===== config.mk =====
export PLATFORM = sky130hd
export DESIGN_NAME = abs_slip_pd_brake_regulator_core_flat
export DESIGN_NICKNAME = d
export VERILOG_FILES = /design/src/rtl/abspd_pkg.sv /design/src/rtl/abspd_in_if.sv /design/src/rtl/abspd_out_if.sv /design/src/rtl/abs_slip_pd_brake_regulator_core.sv /design/src/flat_wrapper.sv
export VERILOG_INCLUDE_DIRS = /design/src /design/src/rtl
export SDC_FILE = /design/constraint.sdc
export NUM_CORES = 1
export LEC_CHECK = 0
export BUFFER_PORTS_ARGS = -buffer_cell sky130_fd_sc_hd__buf_2
export CAP_MARGIN = 30
export CORE_ASPECT_RATIO = 1.75
export CORE_UTILIZATION = 30
export DETAILED_ROUTE_END_ITERATION = 8
export GPL_ROUTABILITY_DRIVEN = 0
export PLACE_DENSITY = 0.53
export SKIP_CTS_REPAIR_TIMING = 1
export SLEW_MARGIN = 20
export SYNTH_ARGS = -nofsm -noshare
export SYNTH_HDL_FRONTEND = slang
export SYNTH_SLANG_ARGS = --single-unit
export TNS_END_PERCENT = 30

===== constraint.sdc =====
create_clock -name clk -period 11.82 [get_ports clk]
set_input_delay 0.591 -clock clk [delete_from_list [all_inputs] [get_ports clk]]
set_output_delay 0.591 -clock clk [all_outputs]
set_load 0.005 [all_outputs]

===== src/rtl/abs_slip_pd_brake_regulator_core_defines.svh =====
// Assertion macros shared by the regulator RTL.
// Every macro expects clk and rst_n in scope.
`ifndef ABS_SLIP_PD_BRAKE_REGULATOR_CORE_DEFINES_SVH
`define ABS_SLIP_PD_BRAKE_REGULATOR_CORE_DEFINES_SVH

// The consequent must hold in the same cycle as the antecedent.
`define ABSPD_ASSERT_SAME(label, ante, cons, msg) \
    label: assert property (@(posedge clk) disable iff (!rst_n) (ante) |-> (cons)) \
        else $error(msg);

// The consequent must hold in the cycle after the antecedent.
`define ABSPD_ASSERT_NEXT(label, ante, cons, msg) \
    label: assert property (@(posedge clk) disable iff (!rst_n) (ante) |=> (cons)) \
        else $error(msg);

`endif


===== src/rtl/abspd_pkg.sv =====
`default_nettype none

package abspd_pkg;

    localparam int SPD_W   = 32;
    localparam int TQ_W    = 32;
    localparam int SLIP_W  = 16;
    localparam int PCT_W   = 15;
    localparam int MODE_W  = 2;
    localparam int GAIN_W  = 24;
    localparam int STOP_W  = 16;
    localparam int LVS_W   = 20;
    localparam int PADDR_W = 4;
    localparam int PDATA_W = 32;

    // Serial step counts: one gain bit per multiply step, one quotient bit per divide step.
    localparam int MUL_STEPS = GAIN_W;
    localparam int DIV_STEPS = PCT_W;
    localparam int CNT_W     = 5;

    localparam logic [MODE_W-1:0] MODE_STOP = 2'd0;
    localparam logic [MODE_W-1:0] MODE_LOW  = 2'd1;
    localparam logic [MODE_W-1:0] MODE_REG  = 2'd2;

    localparam logic [PCT_W-1:0] PCT_FULL = 15'd25600;

    localparam logic [1:0] REG_PROP  = 2'd0;
    localparam logic [1:0] REG_DERIV = 2'd1;
    localparam logic [1:0] REG_STOP  = 2'd2;
    localparam logic [1:0] REG_LVS   = 2'd3;

    localparam logic [GAIN_W-1:0] PROP_RESET  = 24'd0;
    localparam logic [GAIN_W-1:0] DERIV_RESET = 24'd0;
    localparam logic [STOP_W-1:0] STOP_RESET  = 16'd66;
    localparam logic [LVS_W-1:0]  LVS_RESET   = 20'd6554;

    typedef enum logic [2:0] {
        S_IDLE,
        S_EVAL,
        S_MUL,
        S_TORQ,
        S_RED,
        S_SCALE,
        S_DIV,
        S_DONE
    } state_t;

endpackage

`default_nettype wire


===== src/rtl/abspd_in_if.sv =====
`default_nettype none

interface abspd_in_if;
    import abspd_pkg::*;

    logic                     valid;
    logic                     ready;
    logic signed [SPD_W-1:0]  wheel_speed;
    logic signed [TQ_W-1:0]   requested_torque;
    logic signed [SLIP_W-1:0] slip_setpoint;
    logic signed [SLIP_W-1:0] measured_slip;
    logic signed [SPD_W-1:0]  vehicle_speed;

    modport source (
        output valid, wheel_speed, requested_torque, slip_setpoint, measured_slip,
               vehicle_speed,
        input  ready
    );

    modport sink (
        input  valid, wheel_speed, requested_torque, slip_setpoint, measured_slip,
               vehicle_speed,
        output ready
    );
endinterface

`default_nettype wire


===== src/rtl/abspd_out_if.sv =====
`default_nettype none

interface abspd_out_if;
    import abspd_pkg::*;

    logic                    valid;
    logic                    ready;
    logic signed [TQ_W-1:0]  brake_torque;
    logic [PCT_W-1:0]        interference_percent;
    logic [MODE_W-1:0]       mode;

    modport source (
        output valid, brake_torque, interference_percent, mode,
        input  ready
    );

    modport sink (
        input  valid, brake_torque, interference_percent, mode,
        output ready
    );
endinterface

`default_nettype wire


===== src/rtl/abs_slip_pd_brake_regulator_core.sv =====
// ABS wheel-slip PD brake regulator, one control tick per input beat.
// in_ch carries one wheel tick (wheel speed, requested torque, slip setpoint,
// measured slip, vehicle speed); out_ch returns one beat per tick with the
// brake torque, the interference percent and the mode. Both are valid/ready.
// Gains and thresholds sit in four APB registers at byte addresses 0, 4, 8, 12;
// write them only while the block is idle. pready is tied high.
// A stopped-wheel or low-speed tick goes from evaluation straight to the
// final step. A regulated tick runs the bit-serial PD multiplier (one gain
// bit per cycle), then the torque sum, clamp and scaling, then the restoring
// divider for the percent (one quotient bit per cycle). A regulated tick
// with no torque reduction skips the scaling and the divider.
// One tick is in work at a time, so the next tick can be taken in the cycle
// after the previous result is loaded.
// The output register parts the two sides: a new tick is accepted while a
// finished result still waits; when the receiver stalls, the next result
// holds in its final step until the output register frees up.
// Reset (rst_n low, asynchronous) restores the register defaults, clears the
// remembered slip and drops any beat in flight.
`default_nettype none
`include "abs_slip_pd_brake_regulator_core_defines.svh"

module abs_slip_pd_brake_regulator_core (
    input  wire logic                         clk,
    input  wire logic                         rst_n,
    abspd_in_if.sink                          in_ch,
    abspd_out_if.source                       out_ch,
    input  wire logic                         psel,
    input  wire logic                         penable,
    input  wire logic                         pwrite,
    input  wire logic [abspd_pkg::PADDR_W-1:0] paddr,
    input  wire logic [abspd_pkg::PDATA_W-1:0] pwdata,
    output logic      [abspd_pkg::PDATA_W-1:0] prdata,
    output logic                              pready
);
    import abspd_pkg::*;

    // Control state
    state_t state_reg, state_next;
    logic [CNT_W-1:0] cnt_reg, cnt_next;
    logic ov_reg, ov_next;
    logic signed [SLIP_W-1:0] last_slip_reg, last_slip_next;

    // Configuration registers
    logic [GAIN_W-1:0] prop_reg;
    logic [GAIN_W-1:0] deriv_reg;
    logic [STOP_W-1:0] stop_reg;
    logic [LVS_W-1:0]  lvs_reg;

    // Latched tick
    logic signed [SPD_W-1:0]  ws_reg, ws_next;
    logic signed [TQ_W-1:0]   rt_reg, rt_next;
    logic signed [SLIP_W-1:0] sp_reg, sp_next;
    logic signed [SLIP_W-1:0] sl_reg, sl_next;
    logic signed [SPD_W-1:0]  vs_reg, vs_next;

    // Datapath
    logic signed [TQ_W:0]     base_reg, base_next;
    logic signed [SLIP_W:0]   e1_reg, e1_next;
    logic signed [SLIP_W:0]   e2_reg, e2_next;
    logic [GAIN_W-1:0]        pg_sh_reg, pg_sh_next;
    logic [GAIN_W-1:0]        dg_sh_reg, dg_sh_next;
    logic signed [SLIP_W+2:0] ps_reg, ps_next;
    logic [GAIN_W-1:0]        low_sh_reg, low_sh_next;
    logic signed [TQ_W-1:0]   tq_reg, tq_next;
    logic [TQ_W-1:0]          div_reg, div_next;
    logic [TQ_W-1:0]          red_reg, red_next;
    logic [TQ_W-1:0]          rem_reg, rem_next;
    logic [PCT_W-1:0]         num_sh_reg, num_sh_next;
    logic [PCT_W-1:0]         q_reg, q_next;
    logic [MODE_W-1:0]        mode_reg, mode_next;

    // Output register
    logic signed [TQ_W-1:0] otq_reg, otq_next;
    logic [PCT_W-1:0]       opct_reg, opct_next;
    logic [MODE_W-1:0]      omode_reg, omode_next;

    // Combinational helpers
    logic [SPD_W-1:0]         ws_mag;
    logic [TQ_W-1:0]          rt_mag;
    logic signed [TQ_W:0]     base_val;
    logic                     is_stopped;
    logic                     is_low;
    logic signed [TQ_W-1:0]   base_sat;
    logic signed [SLIP_W+1:0] step_term;
    logic signed [SLIP_W+3:0] step_sum;
    logic signed [TQ_W+1:0]   tsum;
    logic                     ws_pos;
    logic                     clamp_zero;
    logic [TQ_W-1:0]          tq_mag;
    logic signed [TQ_W:0]     red_val;
    logic [TQ_W+4:0]          red_x25;
    logic [TQ_W:0]            rem_shift;
    logic                     rem_ge;
    logic                     in_accept;
    logic                     cfg_write;

    assign in_accept = in_ch.valid && in_ch.ready;
    assign cfg_write = psel && penable && pwrite && pready;
    assign pready    = 1'b1;

    assign in_ch.ready                 = (state_reg == S_IDLE);
    assign out_ch.valid                = ov_reg;
    assign out_ch.brake_torque         = otq_reg;
    assign out_ch.interference_percent = opct_reg;
    assign out_ch.mode                 = omode_reg;

    // Classification of the latched tick
    assign ws_mag     = ws_reg[SPD_W-1] ? SPD_W'(-ws_reg) : SPD_W'(ws_reg);
    assign rt_mag     = rt_reg[TQ_W-1] ? TQ_W'(-rt_reg) : TQ_W'(rt_reg);
    assign is_stopped = ws_mag < {{(SPD_W-STOP_W){1'b0}}, stop_reg};
    assign is_low     = $signed({vs_reg[SPD_W-1], vs_reg})
                        < $signed({{(SPD_W+1-LVS_W){1'b0}}, lvs_reg});
    // Base torque opposes the spin; a forward or still wheel gets negative torque
    assign base_val   = ws_reg[SPD_W-1] ? $signed({1'b0, rt_mag}) : -$signed({1'b0, rt_mag});
    // Only +2^31 can overflow 32 bits
    assign base_sat   = (!base_val[TQ_W] && base_val[TQ_W-1]) ? {1'b0, {(TQ_W-1){1'b1}}}
                                                               : base_val[TQ_W-1:0];

    // One multiply step: add the selected error terms, shift one product bit out
    assign step_term = (pg_sh_reg[0] ? {e1_reg[SLIP_W], e1_reg} : '0)
                     + (dg_sh_reg[0] ? {e2_reg[SLIP_W], e2_reg} : '0);
    assign step_sum  = {ps_reg[SLIP_W+2], ps_reg}
                     + {{2{step_term[SLIP_W+1]}}, step_term};

    // Torque = base + floor(product / 2^14)
    assign tsum = {base_reg[TQ_W], base_reg}
                + (TQ_W+2)'($signed({ps_reg, low_sh_reg[GAIN_W-1:14]}));
    assign ws_pos     = !ws_reg[SPD_W-1] && (ws_reg != '0);
    assign clamp_zero = (ws_pos && !tsum[TQ_W+1] && (tsum != '0))
                     || (ws_reg[SPD_W-1] && tsum[TQ_W+1]);

    // Reduction and its scaling by 25 (the 2^10 part goes into the divider shift)
    assign tq_mag  = tq_reg[TQ_W-1] ? TQ_W'(-tq_reg) : TQ_W'(tq_reg);
    assign red_val = $signed({1'b0, div_reg}) - $signed({1'b0, tq_mag});
    assign red_x25 = ({5'b0, red_reg} << 4) + ({5'b0, red_reg} << 3) + {5'b0, red_reg};

    // One restoring divide step
    assign rem_shift = {rem_reg, num_sh_reg[PCT_W-1]};
    assign rem_ge    = rem_shift >= {1'b0, div_reg};

    always_comb
    begin
        state_next     = state_reg;
        cnt_next       = cnt_reg;
        ov_next        = ov_reg && !out_ch.ready;
        last_slip_next = last_slip_reg;
        ws_next        = ws_reg;
        rt_next        = rt_reg;
        sp_next        = sp_reg;
        sl_next        = sl_reg;
        vs_next        = vs_reg;
        base_next      = base_reg;
        e1_next        = e1_reg;
        e2_next        = e2_reg;
        pg_sh_next     = pg_sh_reg;
        dg_sh_next     = dg_sh_reg;
        ps_next        = ps_reg;
        low_sh_next    = low_sh_reg;
        tq_next        = tq_reg;
        div_next       = div_reg;
        red_next       = red_reg;
        rem_next       = rem_reg;
        num_sh_next    = num_sh_reg;
        q_next         = q_reg;
        mode_next      = mode_reg;
        otq_next       = otq_reg;
        opct_next      = opct_reg;
        omode_next     = omode_reg;

        case (state_reg)
            S_IDLE:
            begin
                if (in_accept)
                begin
                    ws_next    = in_ch.wheel_speed;
                    rt_next    = in_ch.requested_torque;
                    sp_next    = in_ch.slip_setpoint;
                    sl_next    = in_ch.measured_slip;
                    vs_next    = in_ch.vehicle_speed;
                    state_next = S_EVAL;
                end
            end
            S_EVAL:
            begin
                q_next = '0;
                if (is_stopped)
                begin
                    tq_next    = '0;
                    mode_next  = MODE_STOP;
                    state_next = S_DONE;
                end
                else if (is_low)
                begin
                    tq_next    = base_sat;
                    mode_next  = MODE_LOW;
                    state_next = S_DONE;
                end
                else
                begin
                    // Derivative term enters negated: last_slip - slip
                    base_next   = base_val;
                    e1_next     = {sp_reg[SLIP_W-1], sp_reg} - {sl_reg[SLIP_W-1], sl_reg};
                    e2_next     = {last_slip_reg[SLIP_W-1], last_slip_reg}
                                - {sl_reg[SLIP_W-1], sl_reg};
                    pg_sh_next  = prop_reg;
                    dg_sh_next  = deriv_reg;
                    ps_next     = '0;
                    low_sh_next = '0;
                    cnt_next    = '0;
                    state_next  = S_MUL;
                end
            end
            S_MUL:
            begin
                ps_next     = step_sum[SLIP_W+3:1];
                low_sh_next = {step_sum[0], low_sh_reg[GAIN_W-1:1]};
                pg_sh_next  = pg_sh_reg >> 1;
                dg_sh_next  = dg_sh_reg >> 1;
                cnt_next    = cnt_reg + 1'b1;
                if (cnt_reg == CNT_W'(MUL_STEPS - 1))
                begin
                    state_next = S_TORQ;
                end
            end
            S_TORQ:
            begin
                // Clamp against spin, then saturate to 32 bits
                if (clamp_zero)
                begin
                    tq_next = '0;
                end
                else if (!tsum[TQ_W+1] && (tsum[TQ_W:TQ_W-1] != 2'b00))
                begin
                    tq_next = {1'b0, {(TQ_W-1){1'b1}}};
                end
                else if (tsum[TQ_W+1] && (tsum[TQ_W:TQ_W-1] != 2'b11))
                begin
                    tq_next = {1'b1, {(TQ_W-1){1'b0}}};
                end
                else
                begin
                    tq_next = tsum[TQ_W-1:0];
                end
                div_next       = base_reg[TQ_W] ? TQ_W'(-base_reg) : base_reg[TQ_W-1:0];
                last_slip_next = sl_reg;
                mode_next      = MODE_REG;
                state_next     = S_RED;
            end
            S_RED:
            begin
                // A positive reduction implies a nonzero base magnitude
                if (!red_val[TQ_W] && (red_val != '0))
                begin
                    red_next   = red_val[TQ_W-1:0];
                    state_next = S_SCALE;
                end
                else
                begin
                    q_next     = '0;
                    state_next = S_DONE;
                end
            end
            S_SCALE:
            begin
                // Numerator red*25*2^10; its top part already lies below the divisor
                rem_next    = red_x25[TQ_W+4:5];
                num_sh_next = {red_x25[4:0], 10'b0};
                q_next      = '0;
                cnt_next    = '0;
                state_next  = S_DIV;
            end
            S_DIV:
            begin
                rem_next    = rem_ge ? TQ_W'(rem_shift - {1'b0, div_reg}) : rem_shift[TQ_W-1:0];
                num_sh_next = num_sh_reg << 1;
                q_next      = {q_reg[PCT_W-2:0], rem_ge};
                cnt_next    = cnt_reg + 1'b1;
                if (cnt_reg == CNT_W'(DIV_STEPS - 1))
                begin
                    state_next = S_DONE;
                end
            end
            S_DONE:
            begin
                // Hold here while the output register still waits on the receiver
                if (!ov_reg || out_ch.ready)
                begin
                    otq_next   = tq_reg;
                    opct_next  = q_reg;
                    omode_next = mode_reg;
                    ov_next    = 1'b1;
                    state_next = S_IDLE;
                end
            end
            default:
            begin
                state_next = S_IDLE;
            end
        endcase
    end

    always_ff @(posedge clk or negedge rst_n)
    begin
        if (!rst_n)
        begin
            state_reg     <= S_IDLE;
            cnt_reg       <= '0;
            ov_reg        <= 1'b0;
            last_slip_reg <= '0;
        end
        else
        begin
            state_reg     <= state_next;
            cnt_reg       <= cnt_next;
            ov_reg        <= ov_next;
            last_slip_reg <= last_slip_next;
        end
    end

    always_ff @(posedge clk)
    begin
        ws_reg     <= ws_next;
        rt_reg     <= rt_next;
        sp_reg     <= sp_next;
        sl_reg     <= sl_next;
        vs_reg     <= vs_next;
        base_reg   <= base_next;
        e1_reg     <= e1_next;
        e2_reg     <= e2_next;
        pg_sh_reg  <= pg_sh_next;
        dg_sh_reg  <= dg_sh_next;
        ps_reg     <= ps_next;
        low_sh_reg <= low_sh_next;
        tq_reg     <= tq_next;
        div_reg    <= div_next;
        red_reg    <= red_next;
        rem_reg    <= rem_next;
        num_sh_reg <= num_sh_next;
        q_reg      <= q_next;
        mode_reg   <= mode_next;
        otq_reg    <= otq_next;
        opct_reg   <= opct_next;
        omode_reg  <= omode_next;
    end

    // Configuration registers
    always_ff @(posedge clk or negedge rst_n)
    begin
        if (!rst_n)
        begin
            prop_reg  <= PROP_RESET;
            deriv_reg <= DERIV_RESET;
            stop_reg  <= STOP_RESET;
            lvs_reg   <= LVS_RESET;
        end
        else if (cfg_write)
        begin
            case (paddr[3:2])
                REG_PROP:  prop_reg  <= pwdata[GAIN_W-1:0];
                REG_DERIV: deriv_reg <= pwdata[GAIN_W-1:0];
                REG_STOP:  stop_reg  <= pwdata[STOP_W-1:0];
                REG_LVS:   lvs_reg   <= pwdata[LVS_W-1:0];
                default:   ;
            endcase
        end
    end

    always_comb
    begin
        case (paddr[3:2])
            REG_PROP:  prdata = {{(PDATA_W-GAIN_W){1'b0}}, prop_reg};
            REG_DERIV: prdata = {{(PDATA_W-GAIN_W){1'b0}}, deriv_reg};
            REG_STOP:  prdata = {{(PDATA_W-STOP_W){1'b0}}, stop_reg};
            REG_LVS:   prdata = {{(PDATA_W-LVS_W){1'b0}}, lvs_reg};
            default:   prdata = '0;
        endcase
    end

    `ABSPD_ASSERT_NEXT(a_accept_to_eval, in_accept, state_reg == S_EVAL,
        "accepted beat did not advance to evaluation")
    `ABSPD_ASSERT_SAME(a_out_load_from_done, out_ch.valid && !$past(out_ch.valid),
        $past(state_reg) == S_DONE, "output loaded outside the final step")
    `ABSPD_ASSERT_SAME(a_div_rem_below, state_reg == S_DIV, rem_reg < div_reg,
        "divider remainder not below divisor")
    `ABSPD_ASSERT_SAME(a_pct_only_regulated, out_ch.valid && (out_ch.mode != MODE_REG),
        out_ch.interference_percent == '0, "nonzero percent outside regulated mode")
    `ABSPD_ASSERT_SAME(a_pct_range, out_ch.valid, out_ch.interference_percent <= PCT_FULL,
        "percent above full scale")

endmodule

`default_nettype wire


===== src/flat_wrapper.sv =====
// flat-port wrapper written by rule: the top's interface ports become plain ports
module abs_slip_pd_brake_regulator_core_flat import abspd_pkg::*;
  (clk, rst_n, psel, penable, pwrite, paddr, pwdata, prdata, pready, in_ch_valid, in_ch_wheel_speed, in_ch_requested_torque, in_ch_slip_setpoint, in_ch_measured_slip, in_ch_vehicle_speed, in_ch_ready, out_ch_valid, out_ch_brake_torque, out_ch_interference_percent, out_ch_mode, out_ch_ready);
  abspd_in_if in_ch_i ();
  abspd_out_if out_ch_i ();
  input  wire logic clk;
  input  wire logic rst_n;
  input  wire logic psel;
  input  wire logic penable;
  input  wire logic pwrite;
  input  wire logic [abspd_pkg::PADDR_W-1:0] paddr;
  input  wire logic [abspd_pkg::PDATA_W-1:0] pwdata;
  output logic      [abspd_pkg::PDATA_W-1:0] prdata;
  output logic pready;
  input wire logic [$bits(in_ch_i.valid)-1:0] in_ch_valid;
  input wire logic [$bits(in_ch_i.wheel_speed)-1:0] in_ch_wheel_speed;
  input wire logic [$bits(in_ch_i.requested_torque)-1:0] in_ch_requested_torque;
  input wire logic [$bits(in_ch_i.slip_setpoint)-1:0] in_ch_slip_setpoint;
  input wire logic [$bits(in_ch_i.measured_slip)-1:0] in_ch_measured_slip;
  input wire logic [$bits(in_ch_i.vehicle_speed)-1:0] in_ch_vehicle_speed;
  output wire logic [$bits(in_ch_i.ready)-1:0] in_ch_ready;
  output wire logic [$bits(out_ch_i.valid)-1:0] out_ch_valid;
  output wire logic [$bits(out_ch_i.brake_torque)-1:0] out_ch_brake_torque;
  output wire logic [$bits(out_ch_i.interference_percent)-1:0] out_ch_interference_percent;
  output wire logic [$bits(out_ch_i.mode)-1:0] out_ch_mode;
  input wire logic [$bits(out_ch_i.ready)-1:0] out_ch_ready;
  assign in_ch_i.valid = in_ch_valid;
  assign in_ch_i.wheel_speed = in_ch_wheel_speed;
  assign in_ch_i.requested_torque = in_ch_requested_torque;
  assign in_ch_i.slip_setpoint = in_ch_slip_setpoint;
  assign in_ch_i.measured_slip = in_ch_measured_slip;
  assign in_ch_i.vehicle_speed = in_ch_vehicle_speed;
  assign in_ch_ready = in_ch_i.ready;
  assign out_ch_valid = out_ch_i.valid;
  assign out_ch_brake_torque = out_ch_i.brake_torque;
  assign out_ch_interference_percent = out_ch_i.interference_percent;
  assign out_ch_mode = out_ch_i.mode;
  assign out_ch_i.ready = out_ch_ready;
  abs_slip_pd_brake_regulator_core u_core (.clk(clk), .rst_n(rst_n), .in_ch(in_ch_i), .out_ch(out_ch_i), .psel(psel), .penable(penable), .pwrite(pwrite), .paddr(paddr), .pwdata(pwdata), .prdata(prdata), .pready(pready));
endmodule

## Yosys cells after proc, flatten, opt, wreduce, memory -nomap -nowiden

Cells that the tools add are included.

| word-level totals | value |
|---|---|
| latch bits | 0 |
| output and inout port bits | 84 |
| word-level logic and storage cells | 165 |
| memories | 0 |
| bits of input ports | 171 |
| bits in writable memories | 0 |
| bits in read-only memories | 0 |
| bits in registers | 604 |

| cells by class | value |
|---|---|
| multipliers | 0 |
| $add $sub $neg | 15 |
| bitwise gates (word level) | 2 |
| mux-type cells | 48 |
| shifts and indexed selects | 0 |
| div/mod/pow operators | 0 |
| order comparisons | 3 |
| reductions and logical operators | 46 |
| equal/unequal tests | 21 |

Operator list:

| kind | count |
|---|---|
| $mux W32 | 11 |
| $mux W24 | 6 |
| $pmux W24 S2 | 3 |
| $neg A32 Y32 | 4 |
| $pmux W32 S2 | 2 |
| $pmux W32 S4 | 1 |
| $pmux W15 S3 | 1 |
| $mux W19 | 2 |
| $pmux W19 S2 | 1 |
| $add A36 B35 Y37 | 1 |
| $add A37 B32 Y37 | 1 |
| $mux W18 | 2 |
| $add A33 B29 Y34 | 1 |
| $reduce_bool A34 Y1 | 1 |
| $sub A16 B16 Y17 | 2 |
| $ge A33 B32 Y1 | 1 |
| $mux W33 | 1 |
| $neg A32 Y33 | 1 |
| $reduce_bool A33 Y1 | 1 |
| $sub A32 B32 Y33 | 1 |
| $lt A32 B16 Y1 | 1 |
| $lt A32 B21 Y1 | 1 |
| $reduce_bool A32 Y1 | 1 |
| $sub A32 B32 Y32 | 1 |
| 34 further kinds | 87 |

## Longest topological paths before layout

Gate-level depths: netlist of run 1.

| depth | value |
|---|---|
| depth in word-level cells | 10 |
| gate-level depth with buffers | 22 |
| depth with buffers taken out | 21 |

## Worst setup path after synthesis of run 1

OpenSTA, ideal clock, no wires.

| timing | value |
|---|---|
| kind | reg2reg |
| start | register u_core.tq_reg[9] |
| end | register u_core.q_reg[0] (enable) |
| arrival time | 8.275 ns |
| buffers on the path | 1 |
| required time | 11.284 ns |
| stages on the path, launching flop included | 22 |
| period minus slack after synthesis | 8.811 ns |
| setup slack | 3.009 ns |
| library setup time | 0.536 ns |
| cell sequence | edfxtp_1 -> or4_4 -> or3_4 -> or3_4 -> or4_4 -> or3_1 -> or2_1 -> or3_4 -> o21ai_0 -> xor2_1 -> ha_1 -> clkbuf_1 -> a21o_1 -> a21oi_1 -> o21ai_0 -> a31oi_1 -> o21ai_0 -> and3_1 -> o21ai_0 -> nor4_1 -> a211oi_1 -> a211oi_1 |

| on the way | value |
|---|---|
| longest elaborated chain between the ends | 7 |
| elaborated cells between the ends (all ways) | 8 |
| those cells by class | 2 x add/sub; 1 x eq/ne; 1 x mux; 4 x reduce/logical |

Ends and longest elaborated chain:

| element | line | text |
|---|---|---|
| start: declaration | abs_slip_pd_brake_regulator_core.sv:64 | `logic signed [TQ_W-1:0] tq_reg, tq_next;` |
| start signal: assignment | abs_slip_pd_brake_regulator_core.sv:334 | `tq_reg <= tq_next;` |
| $neg A32 Y32 | abs_slip_pd_brake_regulator_core.sv:133 | `assign tq_mag = tq_reg[TQ_W-1] ? TQ_W'(-tq_reg) : TQ_W'(tq_reg);` |
| $mux W32 * | abs_slip_pd_brake_regulator_core.sv:133 |  |
| $sub A32 B32 Y33 * | abs_slip_pd_brake_regulator_core.sv:134 | `assign red_val = $signed({1'b0, div_reg}) - $signed({1'b0, tq_mag});` |
| $reduce_bool A33 Y1 / $logic_not A1 Y1 (equally long branches) | abs_slip_pd_brake_regulator_core.sv:252 | `if (!red_val[TQ_W] && (red_val != '0))` |
| $logic_and A1 B1 Y1 * | abs_slip_pd_brake_regulator_core.sv:252 |  |
| $ne A2 B2 Y1 (no source line) * | - |  |
| $reduce_and A2 Y1 (no source line) * | - |  |
| end signal: assignment | abs_slip_pd_brake_regulator_core.sv:339 | `q_reg <= q_next;` |
| end: declaration | abs_slip_pd_brake_regulator_core.sv:69 | `logic [PCT_W-1:0] q_reg, q_next;` |

Every way passes the cells marked *; elsewhere a longest branch is shown, timed or not.
A chain may end at the register's enable or synchronous reset.

## Worst setup path after layout of run 1

| timing | value |
|---|---|
| start | register u_core.tq_reg[9] |
| end | register u_core.q_reg[13] (enable) |

The elaborated chain is that of the path after synthesis.

==> out/qor_table.md, run 1 <==
| Quantity | Value |
|---|---|
| Ordered list of cells on the worst path | or4_4, or3_4, or3_4, or4_4, or3_1, or2_1, or3_4, o21ai_0, xor2_1, ha_1, a21o_1, a21o_1, a21oi_1, o21ai_0, a21oi_1, o221ai_1, a311oi_1, o2111ai_1, nor4_1, buf_4, a211oi_4, buf_4, a211oi_2, buf_4 |
| Post-route cell area | 41800 um^2 |
| Total of endpoints with negative setup slack in the final report | 0 |
| Area of all sequential standard cells | 16900 um^2 |
| Via total after detailed routing | 27.3k |
| Setup Skew | 0.0442 ns |
| Register-to-register path setup slack | 4.33 ns |
| Number of I/O pins | 255 |
| Highest Clock Rate | 0.133 GHz |
| Number of distinct standard cells referenced by the synthesized netlist | 95 |
| Mean Syn Cell Area | 10.4 um^2 |
| Async S/R FF share, synth | 18.8% |
| Multiplexer share of the synthesized area | 3.71% |
| Simple-gate share of the synthesized area | 14.7% |
| Fraction of power consumed by combinational cells | 49.1% |
| Residual overflow from global routing | 0 |
| Least-Margin Pin Slew | 0.996 ns |
| Result of the run | finished, final reports clean |
| Max_slew headroom | 33.2% |
| Layout-stage area growth over the synthesis result | 14.3% |
| Number of maximum-capacitance constraint violations | 0 |
| Switching portion of total power | 41.4% |
| Die width | 266 um |
| Setup total negative slack | 0 ns |
| Largest family of logic cells by synthesized area | compound AO/OA/AOI/OAI gates |
| Total power after layout | 10600 uW |
| RSZ-0062 raised after global routing | false |
| Slowest cell delay on critical path | 0.59 ns |
| Fraction of layout instances using a drive strength above 1 | 14.4% |
| Type of the tightest min-delay check | primary input to flip-flop |
| Max VDD drop | 0.000130 V |
| Endpoint class of the critical path | flip-flop |
| Maximum number of pins on one net before global-route repair | 68 |
| Fin nets | 4191 |
| IO Port Bufs | 235 |
| Total clock sinks | 580 |
| Crit path buf inv count | 3 |
| Clock Latency Late Sink | 0.67 ns |
| Part of the power in the clock network | 18.4% |
| Power share of the sequential group | 32.5% |
| Number of flip-flops in the largest register | 33 |
| Starting density of the core | 30.2% |
| Area of the mapped netlist | 36600 um^2 |
| CTS Root Cell | clkbuf_16 |
| Core area | 121000 um^2 |
| Flip-flop cell with the highest count after synthesis | edfxtp_1 |
| Crit path launch type | flip-flop |
| Power per standard cell area | 253 nW/um^2 |
| H-tree depth | 2 |
| Cells taking the most area after synthesis | edfxtp_1, ha_1, dfrtp_1, xnor2_1, nand2_1 |
| Fill cell instance count of the final layout | 12.2k |
| Yosys warning total | 0 |
| CTS tree | yes |
| Int Pwr | 6200 uW |
| Via count of the first global-routing pass | 28.0k |
| WL/cell | 18.6 um |
| Pins Over Slew Limit | 0 |
| Clock transition at the registers of the reported paths | 0.07 ns |
| Die area | 123000 um^2 |
| Max FO, Critical Path | 33 |
| Synth top cells by count | edfxtp_1, nand2_1, nor2_1 |
| GRT Overall Usage | 16.2% |
| Leak | 0.0166 uW |
| Parity-gate share of the synthesized area counting xor and xnor cells | 6.38% |
| Number of antenna-violating nets in the routed design | 0 |
| Final period util | 63.4% |
| Site row count | 169 |
| Wirelength, routed | 101000 um |
| Critical-path cell with the highest stage delay | or4_4 |
| Data required time of the worst path | 12.16 ns |
| Number of antenna violations at the first check in global routing | 32 |
| Final period demand of the worst path | 7.49 ns |
| Longest Clk Path Bufs | 3 |
| Worst Path Class, Setup | flip-flop to flip-flop |
| Estimated wirelength of the detail-placed design | 79700 um |
| Net switching power of the design | 4370 uW |
| Global-route wire length before repair | 156000 um |
| Most frequent cell after synthesis | edfxtp_1 |
| Count of mapped cells out of synthesis | 3522 |
| Footprint of the multi-input gates | 18600 um^2 |
| Yosys top cell by area | edfxtp_1 |
| Area of placed instances | 39800 um^2 |
| Seq/Total Area, Yosys | 46.1% |
| Vert. Die Dim | 464 um |
| Kind of cell with the highest combined delay on the critical path | simple AND/OR/NAND/NOR gates |
| Post-synth EDFFs | 471 |
| Adder-cell area share of the yosys netlist | 10.2% |
| 1st-iter DRT viols | 1228 |
| Routed vias/inst | 5.03 |
| First-pass DRT Iterations | 5 |
| Remaining DRCs | 0 |
| Share of the synthesized area in the top cell type | 38.6% |
| Cts bufs inserted | 58 |
| Arrival time worst endpoint | 7.83 ns |
| Yosys reg bits | 580 |
| Post-synthesis compound-gate area fraction | 15.5% |
| Number of hold violations in the final report | 0 |
placed cells by master, fill, tap and decap left out, types with 17 or more instances in the layout:
cell type / count
and2_1: 60
or2_2: 21
o41ai_1: 17
dfrtp_1: 100
o31ai_1: 29
o21ai_0: 203
inv_1: 187
edfxtp_1: 471
nor2_1: 242
a31oi_1: 33
nor2b_1: 27
o211ai_1: 41
or4_1: 25
buf_2: 234
o21a_1: 24
a21oi_1: 217
fa_1: 36
a21o_1: 82
or3_1: 23
xor2_1: 90
nand3_1: 70
nor4_1: 23
nor3_1: 67
and3_1: 51
nand2b_1: 45
clkbuf_16: 58
o21bai_1: 24
mux2i_1: 21
nand2_1: 362
buf_4: 42
a211oi_1: 43
ha_1: 241
xnor2_1: 174
nand4_1: 28
mux2_2: 70
layout make-up:
class	instances	area share [%]
flip-flops and latches	580	40.4
well taps	1624	4.86
diodes	6	0.0359
clock buffers	69	3.66
clock inverters	40	1.09
inverters	189	1.70
repair buffers	281	3.75
multi-input cells	2633	44.6
stage by stage:
stage	hold WS, ns	worst slack (ns)	std cells	utilization [%]
floorplan	0.295	3.01	3529	-
global placement	0.407	4.36	5301	32.8
detailed placement	0.415	4.33	5305	32.9
CTS	-0.0978	4.29	5414	34.5
global route	0.0533	4.02	5419	34.5
finish	0.0941	4.33	5422	34.5
cells by family after synthesis:
family / Yosys count
fa+ha+maj: 277
mux: 107
compound gates: 871
xor+xnor: 266
flops: 580
other cells: 2
buf+inv: 316
simple gates: 1103
worst paths after layout:
| kind | depth (start not counted) | to | start |
|---|---|---|---|
| min in group asynchronous | 2 | u_core.last_slip_reg[15] | rst_n |
| hold / removal | 1 | u_core.vs_reg[11] | in_ch_vehicle_speed[11] |
| setup / recovery | 24 | u_core.q_reg[13] | u_core.tq_reg[9] |
| hold reg to reg | 0 | u_core.out_ch.mode[1] | u_core.mode_reg[1] |
| setup reg to reg | 24 | u_core.q_reg[13] | u_core.tq_reg[9] |
| max in group asynchronous | 4 | u_core.lvs_reg[12] | rst_n |
routing by layer:
metal,vias to the layer above,share of wire [%],track usage [%]
met2,568,53,31.1
met4,50,4.6,7.31
met1,13000,37,16.6
met5,-,0.33,0
li1,13400,-,-
met3,246,4.4,2.98
power groups by stage:
stage	logic (uW)	registers, uW	clock network, uW
2_1_floorplan	3840	3320	0
3_3_place_gp	5120	3490	0
3_5_place_dp	5200	3490	0
4_1_cts	5220	3450	2010
5_1_grt	5800	3500	2070
6_report	5190	3440	1940
Note: power is estimated with default switching activity, not from simulation.
==> inputs of run 2 (changes only) <==
==> constraint.sdc (replaced) <==
create_clock -name clk -period 7.8 [get_ports clk]
set_input_delay 0.39 -clock clk [delete_from_list [all_inputs] [get_ports clk]]
set_output_delay 0.39 -clock clk [all_outputs]
set_load 0.005 [all_outputs]
==> out/qor_table.md, run 2 (synthesized netlist as in run 1, its figures left out) <==
| Quantity | Value |
|---|---|
| Result of the run | finished, final reports clean |
| Fin nets | 4338 |
| Critical-path cell with the highest stage delay | or4_4 |
| Final period util | 92.2% |
| Number of I/O pins | 255 |
| Layout-stage area growth over the synthesis result | 18.1% |
| Residual overflow from global routing | 0 |
| Estimated wirelength of the detail-placed design | 80000 um |
| Type of the tightest min-delay check | primary input to flip-flop |
| Starting density of the core | 30.2% |
| First-pass DRT Iterations | 7 |
| Number of hold violations in the final report | 0 |
| Slowest cell delay on critical path | 0.59 ns |
| Length of routed wiring on met1 | 39300 um |
| Via count of the first global-routing pass | 27.8k |
| Setup Skew | 0.0600 ns |
| Clock Latency Late Sink | 0.67 ns |
| Longest Clk Path Bufs | 3 |
| Cell total after placement | 5303 |
| Number of maximum-capacitance constraint violations | 0 |
| Crit path buf inv count | 1 |
| Final period demand of the worst path | 7.19 ns |
| H-tree depth | 2 |
| Crit path launch type | flip-flop |
| Die area | 123000 um^2 |
| Highest routing layer actually used | met4 |
| Number of antenna-violating nets in the routed design | 0 |
| RSZ-0062 raised after global routing | false |
| Number of flip-flops in the largest register | 33 |
| Core area | 121000 um^2 |
| Data required time of the worst path | 8.15 ns |
| Cts bufs inserted | 57 |
| Total of endpoints with negative setup slack in the final report | 0 |
| WL/cell | 18.4 um |
| Fraction of layout instances using a drive strength above 1 | 13.6% |
| Total clock sinks | 580 |
| Worst Path Class, Setup | flip-flop to flip-flop |
| Most common library cell in the layout ignoring fill and taps | edfxtp_1 |
| GRT Overall Usage | 16.2% |
| Met3 wire length | 3790 um |
| Max FO, Critical Path | 15 |
| Vert. Die Dim | 464 um |
| Arrival time worst endpoint | 7.54 ns |
| Global-route wire length before repair | 156000 um |
| Die width | 266 um |
| Most frequent cells in the layout | edfxtp_1, nand2_1, nor2_1 |
| Least-Margin Pin Slew | 0.946 ns |
| CTS Root Cell | clkbuf_16 |
| Area of placed instances | 39800 um^2 |
| Maximum number of pins on one net before global-route repair | 68 |
| Remaining DRCs | 0 |
| Max_slew headroom | 37.0% |
| Leak | 0.0172 uW |
| Site row count | 169 |
| IO Port Bufs | 235 |
| Kind of cell with the highest combined delay on the critical path | simple AND/OR/NAND/NOR gates |
| Routed length on met2 | 55300 um |
| Max VDD drop | 0.000194 V |
| Setup total negative slack | 0 ns |
| 1st-iter DRT viols | 1476 |
| Clock transition at the registers of the reported paths | 0.06 ns |
| Wirelength, routed | 102000 um |
| Pins Over Slew Limit | 0 |
| Power per standard cell area | 369 nW/um^2 |
| Final standard cell count with taps included and fillers excluded | 5569 |
| Post-route cell area | 43200 um^2 |
| Highest Clock Rate | 0.139 GHz |
| Ordered list of cells on the worst path | or4_4, or3_4, or3_4, or4_4, or3_1, or2_1, or3_4, o21ai_0, xor2_1, ha_1, a21o_1, a21o_1, a21oi_1, o21ai_0, a21oi_1, o221ai_1, a311oi_1, o2111ai_1, nor4_1, a211oi_4, a211oi_2, buf_4 |
| Number of antenna violations at the first check in global routing | 6 |
| Endpoint class of the critical path | flip-flop |
| Most common cell type on the critical path | or3_4 |
| Via total after detailed routing | 27.9k |
| CTS tree | yes |
| Routed vias/inst | 5.00 |
## run 2: metrics by stage
stage,util [%],power [uW],hold WS (ns),setup slack [ns]
6_report,35.7,16000,0.0148,0.607
4_1_cts,34.4,16100,-0.282,0.623
3_5_place_dp,32.8,13200,0.412,0.639
3_3_place_gp,32.8,13100,0.410,0.668
5_1_grt,35.7,17200,0.00992,0.244
2_1_floorplan,-,10800,0.0944,0.217
## run 2: area by class of cell
cell class | instances | area, um^2
Fill cell | 12000 | 77900
Clock buffer | 76 | 1560
Antenna cell | 6 | 15.0
Clock inverter | 32 | 342
Timing Repair Buffer | 429 | 3060
Sequential cell | 580 | 16900
Tap cell | 1624 | 2030
Multi-Input combinational cell | 2633 | 18600
Inverter | 189 | 709
## run 2: where the power goes
group	leakage (uW)	switching, uW	internal [uW]
registers	0.00565	598	4610
logic	0.0106	4720	3200
clock network	0.000923	1290	1560
total	0.0172	6600	9370
## run 2: per-layer routing
| layer | up-vias | GRT usage, % |
|---|---|---|
| met5 | - | 0 |
| met4 | 0 | 6.50 |
| met3 | 172 | 2.90 |
| met2 | 604 | 31.2 |
| met1 | 13300 | 17.1 |
| li1 | 13700 | - |
## run 2: path summary, 6_finish.rpt
check / from / slack, ns / cells after the start / to
min reg2reg: u_core.mode_reg[1] / 0.42 / 0 / u_core.out_ch.mode[1]
max in group asynchronous: rst_n / 6.32 / 4 / u_core.lvs_reg[12]
max reg2reg: u_core.tq_reg[9] / 0.61 / 22 / u_core.q_reg[6]
max: u_core.tq_reg[9] / 0.61 / 22 / u_core.q_reg[6]
min: pwdata[12] / 0.01 / 3 / u_core.stop_reg[12]
min in group asynchronous: rst_n / 0.28 / 2 / u_core.last_slip_reg[14]
## run 2: worst register-to-register path: stages, from the launching register on
cell and delay, ns:
edfxtp_1 0.46, or4_4 0.59, or3_4 0.35, or3_4 0.36, or4_4 0.44, or3_1 0.37
or2_1 0.28, or3_4 0.36, o21ai_0 0.21, xor2_1 0.17, ha_1 0.36, a21o_1 0.22
a21o_1 0.17, a21oi_1 0.21, o21ai_0 0.14, a21oi_1 0.20, o221ai_1 0.14, a311oi_1 0.35
o2111ai_1 0.19, nor4_1 0.58, a211oi_4 0.22, a211oi_2 0.24, buf_4 0.26
